`config.mk`:
```
export PLATFORM = sky130hd
export DESIGN_NAME = square_wave_channel
export DESIGN_NICKNAME = d
export VERILOG_FILES = /design/src/sv/swc_pkg.sv /design/src/sv/square_wave_channel.sv
export VERILOG_INCLUDE_DIRS = /design/src /design/src/sv
export SDC_FILE = /design/constraint.sdc
export NUM_CORES = 1
export LEC_CHECK = 0
export ABC_AREA = 0
export BUFFER_PORTS_ARGS = -buffer_cell sky130_fd_sc_hd__buf_4
export CAP_MARGIN = 10
export CORE_UTILIZATION = 56
export CTS_CLUSTER_SIZE = 20
export DETAILED_ROUTE_END_ITERATION = 10
export PLACE_DENSITY = 0.76
export SLEW_MARGIN = 10
export SYNTH_ARGS = -nofsm -noshare
export SYNTH_HDL_FRONTEND = slang
export SYNTH_SLANG_ARGS = --single-unit
```
`constraint.sdc`:
```
create_clock -name clock -period 4.1 [get_ports clock]
set_input_delay 0.82 -clock clock [delete_from_list [all_inputs] [get_ports clock]]
set_output_delay 0.82 -clock clock [all_outputs]
set_load 0.01 [all_outputs]
```
`src/sv/square_wave_channel_defines.svh`:
```
// Assertion macros for the square wave channel.
`ifndef SQUARE_WAVE_CHANNEL_DEFINES_SVH
`define SQUARE_WAVE_CHANNEL_DEFINES_SVH

`ifndef NO_ASSERTIONS

// Checked at every clock edge outside reset.
`define SWC_ASSERT(label, prop) \
   label: assert property (@(posedge clock) disable iff (reset) prop) \
      else $error("square_wave_channel: assertion failed");

// Checked at every clock edge, reset included.
`define SWC_ASSERT_ALWAYS(label, prop) \
   label: assert property (@(posedge clock) prop) \
      else $error("square_wave_channel: assertion failed");

`else

`define SWC_ASSERT(label, prop)
`define SWC_ASSERT_ALWAYS(label, prop)

`endif

`endif

```
`src/sv/swc_pkg.sv`:
```
// Package for the square wave channel: request/response types, codes, tables.
package swc_pkg;

   // request kinds
   localparam logic [2:0] KIND_WRITE    = 3'd0;
   localparam logic [2:0] KIND_READ     = 3'd1;
   localparam logic [2:0] KIND_TICK     = 3'd2;
   localparam logic [2:0] KIND_LENGTH   = 3'd3;
   localparam logic [2:0] KIND_ENVELOPE = 3'd4;

   // register indexes
   localparam logic [1:0] REG_DUTY_LEN  = 2'd0;
   localparam logic [1:0] REG_ENVELOPE  = 2'd1;
   localparam logic [1:0] REG_FREQ_LO   = 2'd2;
   localparam logic [1:0] REG_FREQ_HI   = 2'd3;

   localparam logic [6:0]  LENGTH_FULL  = 7'd64;
   localparam logic [15:0] TIMER_MIN    = 16'h8000;
   localparam logic [7:0]  RD_DUTY_MASK = 8'h3f;
   localparam logic [7:0]  RD_FREQ_LO   = 8'hff;
   localparam logic [7:0]  RD_CTRL_MASK = 8'hbf;

   typedef struct packed {
      logic [2:0] kind;
      logic [1:0] reg_index;
      logic [7:0] write_data;
      logic [7:0] tick_cycles;
   } req_type;

   typedef struct packed {
      logic [7:0] read_data;
      logic       channel_on;
      logic [3:0] sample;
   } rsp_type;

   // timer reload: (2048 - freq) * 4, range 4..8192
   function automatic logic [13:0] reload_period(input logic [10:0] freq);
      logic [11:0] span;
      begin
         span = 12'h800 - {1'b0, freq};
         reload_period = {span, 2'b00};
      end
   endfunction

   // waveform bit of the selected duty at a wave position
   function automatic logic duty_bit(input logic [1:0] sel, input logic [2:0] pos);
      logic [7:0] pattern;
      begin
         case (sel)
            2'd0: pattern = 8'b1000_0000;
            2'd1: pattern = 8'b1000_0001;
            2'd2: pattern = 8'b1110_0001;
            default: pattern = 8'b0111_1110;
         endcase
         duty_bit = pattern[pos];
      end
   endfunction

endpackage

```
`src/sv/square_wave_channel.sv`:
```
// Square wave channel top level: request register, channel state, response register.
// Square wave sound channel with duty/length, envelope, frequency-low and
// frequency-high/control registers, driven by one request stream: register
// write, register read, timer tick of tick_cycles cycles, length clock or
// envelope clock. Every request yields exactly one response carrying the read
// data (zero for non-read requests), the on flag and the current sample. A
// request is held in an input register, from which its state update and
// response are computed and registered, so one request per clock is sustained as
// long as rsp_ready is high whenever a response is waiting.
// While a response waits, at most one more request is taken (into an empty
// input register) and req_ready then stays low until the response is taken;
// rsp_ready reaches req_ready through logic only.
// Synchronous active-high reset clears all channel state.
`include "square_wave_channel_defines.svh"

module square_wave_channel (
   input  logic             clock,
   input  logic             reset,
   input  logic             req_valid,
   output logic             req_ready,
   input  swc_pkg::req_type req_data,
   output logic             rsp_valid,
   input  logic             rsp_ready,
   output swc_pkg::rsp_type rsp_data
);

   // request stage
   logic             req_vld_ff;
   swc_pkg::req_type req_ff;
   // response stage
   logic             rsp_vld_ff;
   swc_pkg::rsp_type rsp_ff;
   swc_pkg::rsp_type rsp_in;

   // channel state
   logic [1:0]  duty_ff,      duty_in;
   logic [2:0]  wave_pos_ff,  wave_pos_in;
   logic        len_en_ff,    len_en_in;
   logic [6:0]  len_cnt_ff,   len_cnt_in;
   logic [10:0] freq_ff,      freq_in;
   logic        enabled_ff,   enabled_in;
   logic [15:0] timer_ff,     timer_in;
   logic [3:0]  volume_ff,    volume_in;
   logic        vol_rise_ff,  vol_rise_in;
   logic [2:0]  env_per_ff,   env_per_in;
   logic [3:0]  env_cnt_ff,   env_cnt_in;

   logic        advance;
   logic        fire;

   logic [16:0] tick_diff;
   logic [15:0] tick_sat;
   logic [13:0] tick_reload;
   logic [10:0] wr_freq;
   logic [3:0]  env_dec;
   logic [7:0]  rd_data;

   assign advance   = !rsp_vld_ff || rsp_ready;
   assign fire      = req_vld_ff && advance;
   assign req_ready = !req_vld_ff || advance;
   assign rsp_valid = rsp_vld_ff;
   assign rsp_data  = rsp_ff;

   always_comb begin
      duty_in     = duty_ff;
      wave_pos_in = wave_pos_ff;
      len_en_in   = len_en_ff;
      len_cnt_in  = len_cnt_ff;
      freq_in     = freq_ff;
      enabled_in  = enabled_ff;
      timer_in    = timer_ff;
      volume_in   = volume_ff;
      vol_rise_in = vol_rise_ff;
      env_per_in  = env_per_ff;
      env_cnt_in  = env_cnt_ff;
      rd_data     = 8'h00;

      // tick path: subtract, saturate at the signed floor, reload once
      tick_diff   = {timer_ff[15], timer_ff} - {9'b0, req_ff.tick_cycles};
      tick_sat    = (tick_diff[16] && !tick_diff[15]) ? swc_pkg::TIMER_MIN
                                                      : tick_diff[15:0];
      tick_reload = swc_pkg::reload_period(freq_ff);
      env_dec     = env_cnt_ff - 4'd1;

      wr_freq = freq_ff;
      case (req_ff.reg_index)
         swc_pkg::REG_FREQ_LO: wr_freq = {freq_ff[10:8], req_ff.write_data};
         swc_pkg::REG_FREQ_HI: wr_freq = {req_ff.write_data[2:0], freq_ff[7:0]};
         default:              wr_freq = freq_ff;
      endcase

      case (req_ff.kind)
         swc_pkg::KIND_WRITE: begin
            case (req_ff.reg_index)
               swc_pkg::REG_DUTY_LEN: begin
                  duty_in    = req_ff.write_data[7:6];
                  len_cnt_in = swc_pkg::LENGTH_FULL - {1'b0, req_ff.write_data[5:0]};
               end
               swc_pkg::REG_ENVELOPE: begin
                  volume_in   = req_ff.write_data[7:4];
                  vol_rise_in = req_ff.write_data[3];
                  env_per_in  = req_ff.write_data[2:0];
                  env_cnt_in  = {1'b0, req_ff.write_data[2:0]};
               end
               swc_pkg::REG_FREQ_LO: begin
                  freq_in  = wr_freq;
                  timer_in = {2'b00, swc_pkg::reload_period(wr_freq)};
               end
               default: begin
                  enabled_in  = req_ff.write_data[7];
                  len_en_in   = req_ff.write_data[6];
                  freq_in     = wr_freq;
                  timer_in    = {2'b00, swc_pkg::reload_period(wr_freq)};
                  wave_pos_in = 3'd0;
                  if (req_ff.write_data[7] && len_cnt_ff == 7'd0) begin
                     len_cnt_in = swc_pkg::LENGTH_FULL;
                  end
               end
            endcase
         end
         swc_pkg::KIND_READ: begin
            case (req_ff.reg_index)
               swc_pkg::REG_DUTY_LEN: rd_data = {duty_ff, 6'b0} | swc_pkg::RD_DUTY_MASK;
               swc_pkg::REG_ENVELOPE: rd_data = {volume_ff, vol_rise_ff, env_per_ff};
               swc_pkg::REG_FREQ_LO:  rd_data = swc_pkg::RD_FREQ_LO;
               default:               rd_data = {1'b0, len_en_ff, 6'b0}
                                                | swc_pkg::RD_CTRL_MASK;
            endcase
         end
         swc_pkg::KIND_TICK: begin
            if (tick_sat[15] || tick_sat == 16'd0) begin
               timer_in    = tick_sat + {2'b00, tick_reload};
               wave_pos_in = wave_pos_ff + 3'd1;
            end else begin
               timer_in = tick_sat;
            end
         end
         swc_pkg::KIND_LENGTH: begin
            if (len_en_ff && len_cnt_ff != 7'd0) begin
               len_cnt_in = len_cnt_ff - 7'd1;
               if (len_cnt_ff == 7'd1) begin
                  enabled_in = 1'b0;
               end
            end
         end
         swc_pkg::KIND_ENVELOPE: begin
            if (env_per_ff != 3'd0) begin
               env_cnt_in = env_dec;
               if (env_dec[3] || env_dec == 4'd0) begin
                  env_cnt_in = {1'b0, env_per_ff};
                  if (vol_rise_ff) begin
                     if (volume_ff != 4'hf) begin
                        volume_in = volume_ff + 4'd1;
                     end
                  end else if (volume_ff != 4'h0) begin
                     volume_in = volume_ff - 4'd1;
                  end
               end
            end
         end
         default: begin
         end
      endcase

      rsp_in.read_data  = rd_data;
      rsp_in.channel_on = enabled_in;
      rsp_in.sample     = (enabled_in && swc_pkg::duty_bit(duty_in, wave_pos_in))
                          ? volume_in : 4'd0;
   end

   always_ff @(posedge clock) begin
      if (reset) begin
         req_vld_ff  <= 1'b0;
         rsp_vld_ff  <= 1'b0;
         duty_ff     <= '0;
         wave_pos_ff <= '0;
         len_en_ff   <= 1'b0;
         len_cnt_ff  <= '0;
         freq_ff     <= '0;
         enabled_ff  <= 1'b0;
         timer_ff    <= '0;
         volume_ff   <= '0;
         vol_rise_ff <= 1'b0;
         env_per_ff  <= '0;
         env_cnt_ff  <= '0;
      end else begin
         if (req_ready) begin
            req_vld_ff <= req_valid;
         end
         if (advance) begin
            rsp_vld_ff <= req_vld_ff;
         end
         if (fire) begin
            duty_ff     <= duty_in;
            wave_pos_ff <= wave_pos_in;
            len_en_ff   <= len_en_in;
            len_cnt_ff  <= len_cnt_in;
            freq_ff     <= freq_in;
            enabled_ff  <= enabled_in;
            timer_ff    <= timer_in;
            volume_ff   <= volume_in;
            vol_rise_ff <= vol_rise_in;
            env_per_ff  <= env_per_in;
            env_cnt_ff  <= env_cnt_in;
         end
      end
   end

   always_ff @(posedge clock) begin
      if (req_ready && req_valid) begin
         req_ff <= req_data;
      end
      if (fire) begin
         rsp_ff <= rsp_in;
      end
   end

   // length counter never loads past a full count
   `SWC_ASSERT(len_cnt_range_a, len_cnt_ff <= swc_pkg::LENGTH_FULL)
   // an enabled channel always has length left
   `SWC_ASSERT(enabled_has_len_a, enabled_ff |-> len_cnt_ff != 7'd0)
   // envelope count stays within the loaded period
   `SWC_ASSERT(env_cnt_range_a, !env_cnt_ff[3] && env_cnt_ff[2:0] <= env_per_ff)
   // a sounding sample implies the channel is on
   `SWC_ASSERT(sample_needs_on_a, (rsp_vld_ff && rsp_ff.sample != 4'd0) |-> rsp_ff.channel_on)

endmodule
```
---- Yosys cells after proc, flatten, opt, wreduce, memory -nomap -nowiden ----
Cells that the tools add are included.
cells by class
  bitwise operators ....................... 2
  reduce and logical (&&, ||, !) cells .... 34
  order comparisons ....................... 1
  multiplexer cells ....................... 33
  equal/unequal tests ..................... 17
  $add $sub $neg .......................... 10
operators with widths
  kind                      number
  $mux W16                  3
  $pmux W8 S3               2
  $mux W4                   9
  $pmux W16 S2              1
  $pmux W7 S2               2
  $sub A12 B11 Y12 const A  2
  $pmux W11 S2              1
  $sub A16 B9 Y17           1
  $add A16 B14 Y16          1
  $logic_not A16 Y1         1
  $pmux W4 S2               2
  $mux W7                   2
  $reduce_and A3 Y1         4
  $ne A2 B2 Y1 const B      5
  $sub A4 B1 Y4 const B     2
  $eq A7 B1 Y1 const B      1
  $logic_not A7 Y1          1
  $reduce_bool A7 Y1        1
  $sub A7 B1 Y7 const B     1
  $sub A7 B6 Y7 const A     1
  $eq A2 B2 Y1 const B      3
  $eq A3 B2 Y1 const B      2
  $logic_and A1 B1 Y1       6
  $mux W3                   2
  other kinds (26)          41
storage, ports and cells
  logic and storage cells ................. 117
  input port bits ......................... 25
  output and inout port bits .............. 15
  flip-flop bits (word level) ............. 89

---- Logic depth before layout (Yosys ltp) ----
Gate-level depths: netlist (run 1).
  depth in word-level cells ............... 11
  gate-level depth with buffers ........... 25

---- Worst setup path after synthesis (run 1) ----
No wires, ideal clock.
  path kind ............................... register to register
  start ................................... register req_ff[0] (netlist name)
  end ..................................... register timer_ff[14]
  clock period less this slack ............ 4.291 ns
  path buffers ............................ 1
  setup slack ............................. -0.191 ns
  arrival time ............................ 4.163 ns
  required time ........................... 3.972 ns
  cell stages (with the launch flop) ...... 25
  library setup time ...................... 0.128 ns
  path through ............................ edfxtp_1 > ha_1 > fa_1 > nor2b_1 > o31ai_1 > a21oi_1 > nor4_1 > o21a_1 > clkbuf_1 > nor2_1 > ha_1 > inv_1 > fa_1 > nor2b_1 > o21ai_0 > a21boi_0 > o21ai_0 > a21oi_1 > nand3_1 > a21boi_0 > o21a_1 > o21ai_0 > xor2_1 > a2bb2oi_1 > nor2_1
between the ends
  longest elaborated chain between the ends .. 8
  elaborated cells on any way between the ends .. 9
ends and longest elaborated chain
  what                                                      RTL line                    RTL
  from (decl)                                               square_wave_channel.sv:29   swc_pkg::req_type req_ff;
  from (signal assigned)                                    square_wave_channel.sv:211  req_ff <= req_data;
  $sub A16 B9 Y17 (*)                                       square_wave_channel.sv:79   tick_diff = {timer_ff[15], timer_ff} - {9'b0, req_ff.tick_cycles};
  $logic_not A1 Y1                                          square_wave_channel.sv:80   tick_sat = (tick_diff[16] && !tick_diff[15]) ? swc_pkg::TIMER_MIN
  $logic_and A1 B1 Y1                                       square_wave_channel.sv:80
  $mux W16 (*)                                              square_wave_channel.sv:80
  branches (longest 2 deep; another with $add A16 B14 Y16)  -
  $mux W16 (*)                                              square_wave_channel.sv:131  if (tick_sat[15] || tick_sat == 16'd0) begin
  $pmux W16 S2 (*)                                          square_wave_channel.sv:92   case (req_ff.kind)
  to (signal assigned)                                      square_wave_channel.sv:200  timer_ff <= timer_in;
  to (decl)                                                 square_wave_channel.sv:42   logic [15:0] timer_ff, timer_in;
Mark *: on every way between the ends.
A chain may end at the register's enable or synchronous reset.

---- Worst setup path after layout (run 1) ----
  start ................................... register req_ff[1] (netlist name)
  end ..................................... register timer_ff[13]
The elaborated chain is that of the path after synthesis.

==> reports/qor.txt, run 1 <==
arrival time of the worst setup path: 4.34 ns
Hold Fails Final Rpt: 0
cells on worst reg2reg path: 22
DR WL/cell: 17.3 um
DRC viols: 0
initial antenna violation count: 0
Peak Freq: 245 MHz
Synth Flop Type: dfxtp_1
Yosys reg bits: 89
worst skew pair latency: 0.39 ns
drt pass-1 iters: 6
first-pass GRT wire length: 25.6 mm
row count: 37
top cell type's share of synthesized area: 0.182
post-route ant nets: 0
placer's final routability congestion estimate: 0.913
hold path depth: 1
Clock Path Buffers: 2
synthesized area: 6060 um^2
Synth area leaders: dfxtp_1 (18%), edfxtp_1 (17%), ha_1 (7.6%)
post-DR vias/cell: 6.16
Distinct cells, synth: 67
EDFF count, synth: 34
fraction of registers with async set/reset: 0
clock buffer count from CTS: 9
Worst slew margin: 0.262
Crit path required time: 4.37 ns
Die W: 106 um
PwrDens: 309 nW/um^2
Least-Margin Pin Slew: 1.11 ns
Initial Util: 0.582
average cell area after synthesis: 8.27 um^2
register area: 2120 um^2
initial DRC count: 417
Logic pwr share: 0.247
n_diodes: 0
Root Buffer: clkbuf_8
setup ws final: 0.0232 ns
Worst setup EP type: flop
# fillers: 821
Lkg Pwr: 2.79 nW
Max H-tree Level: 3
Routed WL: 16.0 mm
Reg clk slew, reported paths: 0.09 ns
sequential power share: 0.442
Yosys warnings: 0
dpl ws: -0.157 ns
pin count of the biggest net entering global routing: 56
NetSw: 691 uW
setup TNS: 0 ns
Pint: 1.54 mW
boundary pin count: 40
DPL Wire Length: 11.0 mm
Core Region: 10400 um^2
worst-path fanout max: 3
cell accounting for the most synthesized area: dfxtp_1
worst clock skew: 0.0122 ns
vias: 5719
Max IR drop VDD: 254 uV
die height: 106 um
post-synth net total: 797
port bufs: 39
multi-input combinational cell area: 3910 um^2
sequential area share after synthesis: 0.350
crit start category: flop
share of cells above drive strength 1: 0.197
post-layout min period: 4.08 ns
GRT Total Usage: 0.290
CTS tree: done
endpoints failing setup: 0
outcome: finished, final reports clean
RSZ-0062 raised after global routing: yes
DIE AREA: 11200 um^2
total gr overflow: 0
Sw Share: 0.310
CP Class: reg2reg
clock power share: 0.311
synth-to-layout area growth: 18.8%
max_cap viols: 0
final period utilization: 0.994
fin. max-slew vios: 0
worst min-delay path class: reg2reg
vias in the first global route: 5341
# nets final: 852
Clock Sinks: 89
Syn Inst Count: 733
through the flow:
step / hold WS (ns) / util / area, um^2 / std cells / total power, mW
after floorplan: 0.457 / - / 6070 / 733 / 1.35
final: 0.495 / 0.692 / 7200 / 929 / 2.23
after detailed placement: 0.483 / 0.632 / 6590 / 895 / 1.48
after CTS: 0.496 / 0.671 / 6990 / 922 / 2.19
after global routing: 0.518 / 0.692 / 7200 / 929 / 2.33
after global placement: 0.471 / 0.632 / 6590 / 895 / 1.47
layout make-up:
cell class,count,area share
multi-input cells,572,0.543
clock inverters,7,0.0139
repair buffers,84,0.0903
clock buffers,9,0.0172
inverters,32,0.0170
well taps,136,0.0236
flip-flops and latches,89,0.295
metal layers:
metal  share of wire  GRT usage  vias up
met2            0.46      0.455      248
met4           0.028      0.128        0
met5               0          0        -
met3           0.076     0.0564       37
li1                -          -     2741
met1            0.43      0.389     2693
Yosys cell counts, types with 9 or more instances:
library cell / instances
dfxtp_1: 55
nand3_1: 16
xor2_1: 23
a21oi_1: 67
nor3_1: 25
nand2_1: 72
o21ai_0: 34
edfxtp_1: 34
a211oi_1: 21
clkbuf_1: 35
xnor2_1: 25
mux2i_1: 10
nor2_1: 94
nand2b_1: 10
o211ai_1: 9
ha_1: 37
inv_1: 31
a22oi_1: 13
a32oi_1: 9
worst max-delay path: stages, from the launching register on:
cell,delay [ns]
edfxtp_1,0.42
buf_6,0.14
fa_2,0.41
nor2b_4,0.18
o31ai_4,0.08
a21oi_2,0.19
nor4_2,0.05
o21a_2,0.23
buf_12,0.13
buf_4,0.13
nor2_2,0.14
ha_1,0.27
inv_1,0.12
o21ai_2,0.08
a2111o_1,0.41
o311ai_4,0.11
o21a_1,0.21
o21ai_2,0.08
xor2_1,0.14
mux2i_1,0.13
o22ai_1,0.09
mux2i_1,0.14
nor2_1,0.07
cell usage in the layout (no fill, tap or decap), types with 10 or more instances in the layout:
cell and instances:
edfxtp_1 34, nand2_1 71, mux2i_1 10, o21ai_0 28, nand3_1 15, xor2_1 23
dfxtp_1 54, nor2_1 91, a211oi_1 19, a21oi_1 62, ha_1 31, inv_1 29
a22oi_1 13, buf_4 81, nor3_1 25, xnor2_1 25
kinds of logic (layout without fill, tap and decap cells):
| logic type | count (synthesis) | in the layout | share of synthesized area |
|---|---|---|---|
| and+or+nand+nor | 265 | 265 | 0.202 |
| AOI/OAI and AO/OA | 207 | 207 | 0.228 |
| DFF | 89 | 89 | 0.350 |
| buffers and inverters | 72 | 132 | 0.0458 |
| xor gates and xnor gates | 48 | 48 | 0.0694 |
| adders and majority gates | 40 | 40 | 0.0846 |
| muxes | 12 | 12 | 0.0202 |
worst paths after layout:
check                                                start                         end  slack (ns)
worst min-delay path            env_cnt_ff[3]$_SDFFE_PP0P_  env_cnt_ff[3]$_SDFFE_PP0P_        0.50
worst max register to register         req_ff[1]$_DFFE_PP_   timer_ff[13]$_SDFFE_PP0P_        0.02
worst min register to register  env_cnt_ff[3]$_SDFFE_PP0P_  env_cnt_ff[3]$_SDFFE_PP0P_        0.50
worst max-delay path                   req_ff[1]$_DFFE_PP_   timer_ff[13]$_SDFFE_PP0P_        0.02
power groups by stage:
| stage | clock network, mW | logic (mW) | registers (mW) |
|---|---|---|---|
| detailed placement | 0 | 0.480 | 1.00 |
| floorplan | 0 | 0.362 | 0.987 |
| global route | 0.739 | 0.602 | 0.988 |
| global placement | 0 | 0.467 | 1.00 |
| finish | 0.692 | 0.551 | 0.984 |
| CTS | 0.701 | 0.505 | 0.982 |
state kept, by name, indices dropped and copies added (netlist names):
register,count
timer_ff,16
len_en_ff,1
rsp_valid,1
wave_pos_ff,3
vol_rise_ff,1
env_cnt_ff,4
req_vld_ff,1
volume_ff,4
freq_ff,11
len_cnt_ff,7
rsp_data,13
env_per_ff,3
enabled_ff,1
req_ff,21
duty_ff,2
timing repair:
action,4_1_cts,5_1_grt
setup endpoints to repair,6,10
gates resized for setup,21,32
hold buffers,0,0
cloned,0,0
buffers inserted,11,7
pin swaps,16,23
Note: power is estimated with default switching activity, not from simulation.
==> inputs of run 2 (changes only) <==
Settings changed: CORE_UTILIZATION 56 to 40, PLACE_DENSITY 0.76 to 0.55.
Clock period 4.1 ns to 4.3 ns, I/O delays scaled along.
==> run 2 against run 1 <==
Effect of this change: maximum frequency down 2.4%; highest routed layer unchanged; clock skew down 0.0057 ns; sequential power decreased by 4.5%; cell area down 0.45%; largest cell class unchanged; critical path type unchanged; via count down 1.9%; non-clock buffer count is 7 lower; clock power is 6.9% higher; global-route usage decreased by 7.8 points; largest power group unchanged; sequential cell count did not move; cell count increased by 4.4%.
==> reports/qor.txt, run 2 (synthesis results as in run 1) <==
worst skew pair latency: 0.35 ns
met2 usage: 0.322
R2R setup slack: 0.12 ns
FF-to-FF Start: req_ff[0]$_DFFE_PP_
DR WL/cell: 16.8 um
cells on worst reg2reg path: 22
placer's final routability congestion estimate: 0.852
post-route ant nets: 0
GRT Total Usage: 0.212
Max IR drop VDD: 197 uV
die height: 125 um
Worst slew margin: 0.371
crit start category: flop
Least-Margin Pin Slew: 0.944 ns
Lkg Pwr: 2.78 nW
Peak Freq: 240 MHz
worst clock skew: 0.00657 ns
most frequent cells in the layout: nor2_1 (94), buf_4 (77), nand2_1 (72)
Hold-fix buffers, CTS: 0
RR Endpoint: timer_ff[13]$_SDFFE_PP0P_
# fillers: 1410
arrival time of the worst setup path: 4.39 ns
DPL Wire Length: 11.8 mm
commonest non-fill, non-tap cell in the layout: nor2_1
worst-path fanout max: 5
RSZ-0062 raised after global routing: yes
setup ws final: 0.125 ns
critical path startpoint: req_ff[0]$_DFFE_PP_
n_diodes: 0
critical path endpoint: timer_ff[13]$_SDFFE_PP0P_
M3 GR Usage: 0.0300
endpoints failing setup: 0
GRT met1 Usage: 0.305
initial DRC count: 353
pin count of the biggest net entering global routing: 56
dpl ws: -0.232 ns
max reg flops: 21
first-pass GRT wire length: 26.4 mm
DIE AREA: 15600 um^2
GR peak layer: met2
final period utilization: 0.971
CP Class: reg2reg
port bufs: 39
row count: 44
Hold Fails Final Rpt: 0
utilization after layout: 0.490
Root Buffer: clkbuf_16
Worst setup EP type: flop
initial antenna violation count: 0
Initial Util: 0.414
Routed WL: 16.3 mm
clock buffer count from CTS: 9
fin. max-slew vios: 0
vias: 5609
vias in the first global route: 5216
Biggest register: req_ff
Crit path required time: 4.52 ns
boundary pin count: 40
PwrDens: 306 nW/um^2
Core Region: 14600 um^2
Max H-tree Level: 3
worst min-delay path class: reg2reg
Reg clk slew, reported paths: 0.07 ns
share of cells above drive strength 1: 0.173
Clock Path Buffers: 2
outcome: finished, final reports clean
synth-to-layout area growth: 18.3%
Clock Sinks: 89
# nets final: 845
CTS tree: done
Die W: 125 um
max_cap viols: 0
drt pass-1 iters: 7
total gr overflow: 0
DRC viols: 0
post-DR vias/cell: 5.78
post-layout min period: 4.18 ns
==> run 2: cell types whose count changed in the layout (fill, tap and decap cells not counted), sizes merged <==
cell and change:
buf -7, inv -1, clkbuf +3, bufinv -2
==> run 2: area by class of cell <==
class                      instances  area [um^2]  area share
multi-input combinational        572         3850       0.537
sequential                        89         2120       0.296
timing repair buffer              77          578      0.0806
clock buffer                      12          236      0.0330
tap                              184          230      0.0321
inverter                          32          123      0.0171
clock inverter                     4         27.5     0.00384
==> run 2: routing by layer <==
| metal | up-vias | part of all wire |
|---|---|---|
| met5 | - | 0 |
| li1 | 2741 | - |
| met1 | 2702 | 0.50 |
| met3 | 25 | 0.041 |
| met2 | 141 | 0.44 |
| met4 | 0 | 0.018 |
==> run 2: worst min path at each step <==
| stage | start | cells after the start | end | slack [ns] |
|---|---|---|---|---|
| 2_1_floorplan | timer_ff[0]$_SDFFE_PP0P_ | 2 | timer_ff[0]$_SDFFE_PP0P_ | 0.46 |
| 3_3_place_gp | timer_ff[0]$_SDFFE_PP0P_ | 2 | timer_ff[0]$_SDFFE_PP0P_ | 0.47 |
| 3_5_place_dp | env_cnt_ff[3]$_SDFFE_PP0P_ | 1 | env_cnt_ff[3]$_SDFFE_PP0P_ | 0.48 |
| 4_1_cts | env_cnt_ff[3]$_SDFFE_PP0P_ | 1 | env_cnt_ff[3]$_SDFFE_PP0P_ | 0.49 |
| 5_1_grt | env_cnt_ff[3]$_SDFFE_PP0P_ | 1 | env_cnt_ff[3]$_SDFFE_PP0P_ | 0.51 |
| 6_report | env_cnt_ff[3]$_SDFFE_PP0P_ | 1 | env_cnt_ff[3]$_SDFFE_PP0P_ | 0.48 |
==> run 2: critical path, cell delays in order (launching register included) <==
cell,delay (ns)
edfxtp_1,0.41
ha_4,0.19
fa_2,0.43
nor2b_4,0.16
o31ai_4,0.07
a21oi_2,0.18
nor4_2,0.05
o21a_2,0.24
nand2b_4,0.16
inv_4,0.07
ha_4,0.19
a21o_1,0.16
a21oi_2,0.17
o21ai_2,0.09
a2111o_1,0.41
o311ai_4,0.08
o21a_1,0.23
o21ai_2,0.08
xor2_1,0.17
mux2i_1,0.18
o22ai_1,0.11
mux2i_1,0.13
nor2_1,0.06
==> run 2: through the flow <==
stage,hold WS (ns),power [mW],TNS [ns],instance area (um^2),std cells
floorplan,0.457,1.28,0,6060,733
global placement,0.472,1.41,-0.0746,6640,943
detailed placement,0.479,1.42,-0.660,6640,943
CTS,0.488,2.17,0,6970,966
global route,0.513,2.31,-0.205,7170,970
finish,0.483,2.20,0,7170,970
==> run 2: power by group <==
part           switching, mW  internal, mW  leakage, nW
registers             0.0349         0.905        0.771
logic                  0.293         0.222         1.88
clock network          0.346         0.394        0.128
==> run 2: timing repair <==
item / CTS / global route
setup buffers: 7 / 4
pin swaps: 2 / 19
resized for setup: 7 / 40
endpoints found under the setup margin: 7 / 12
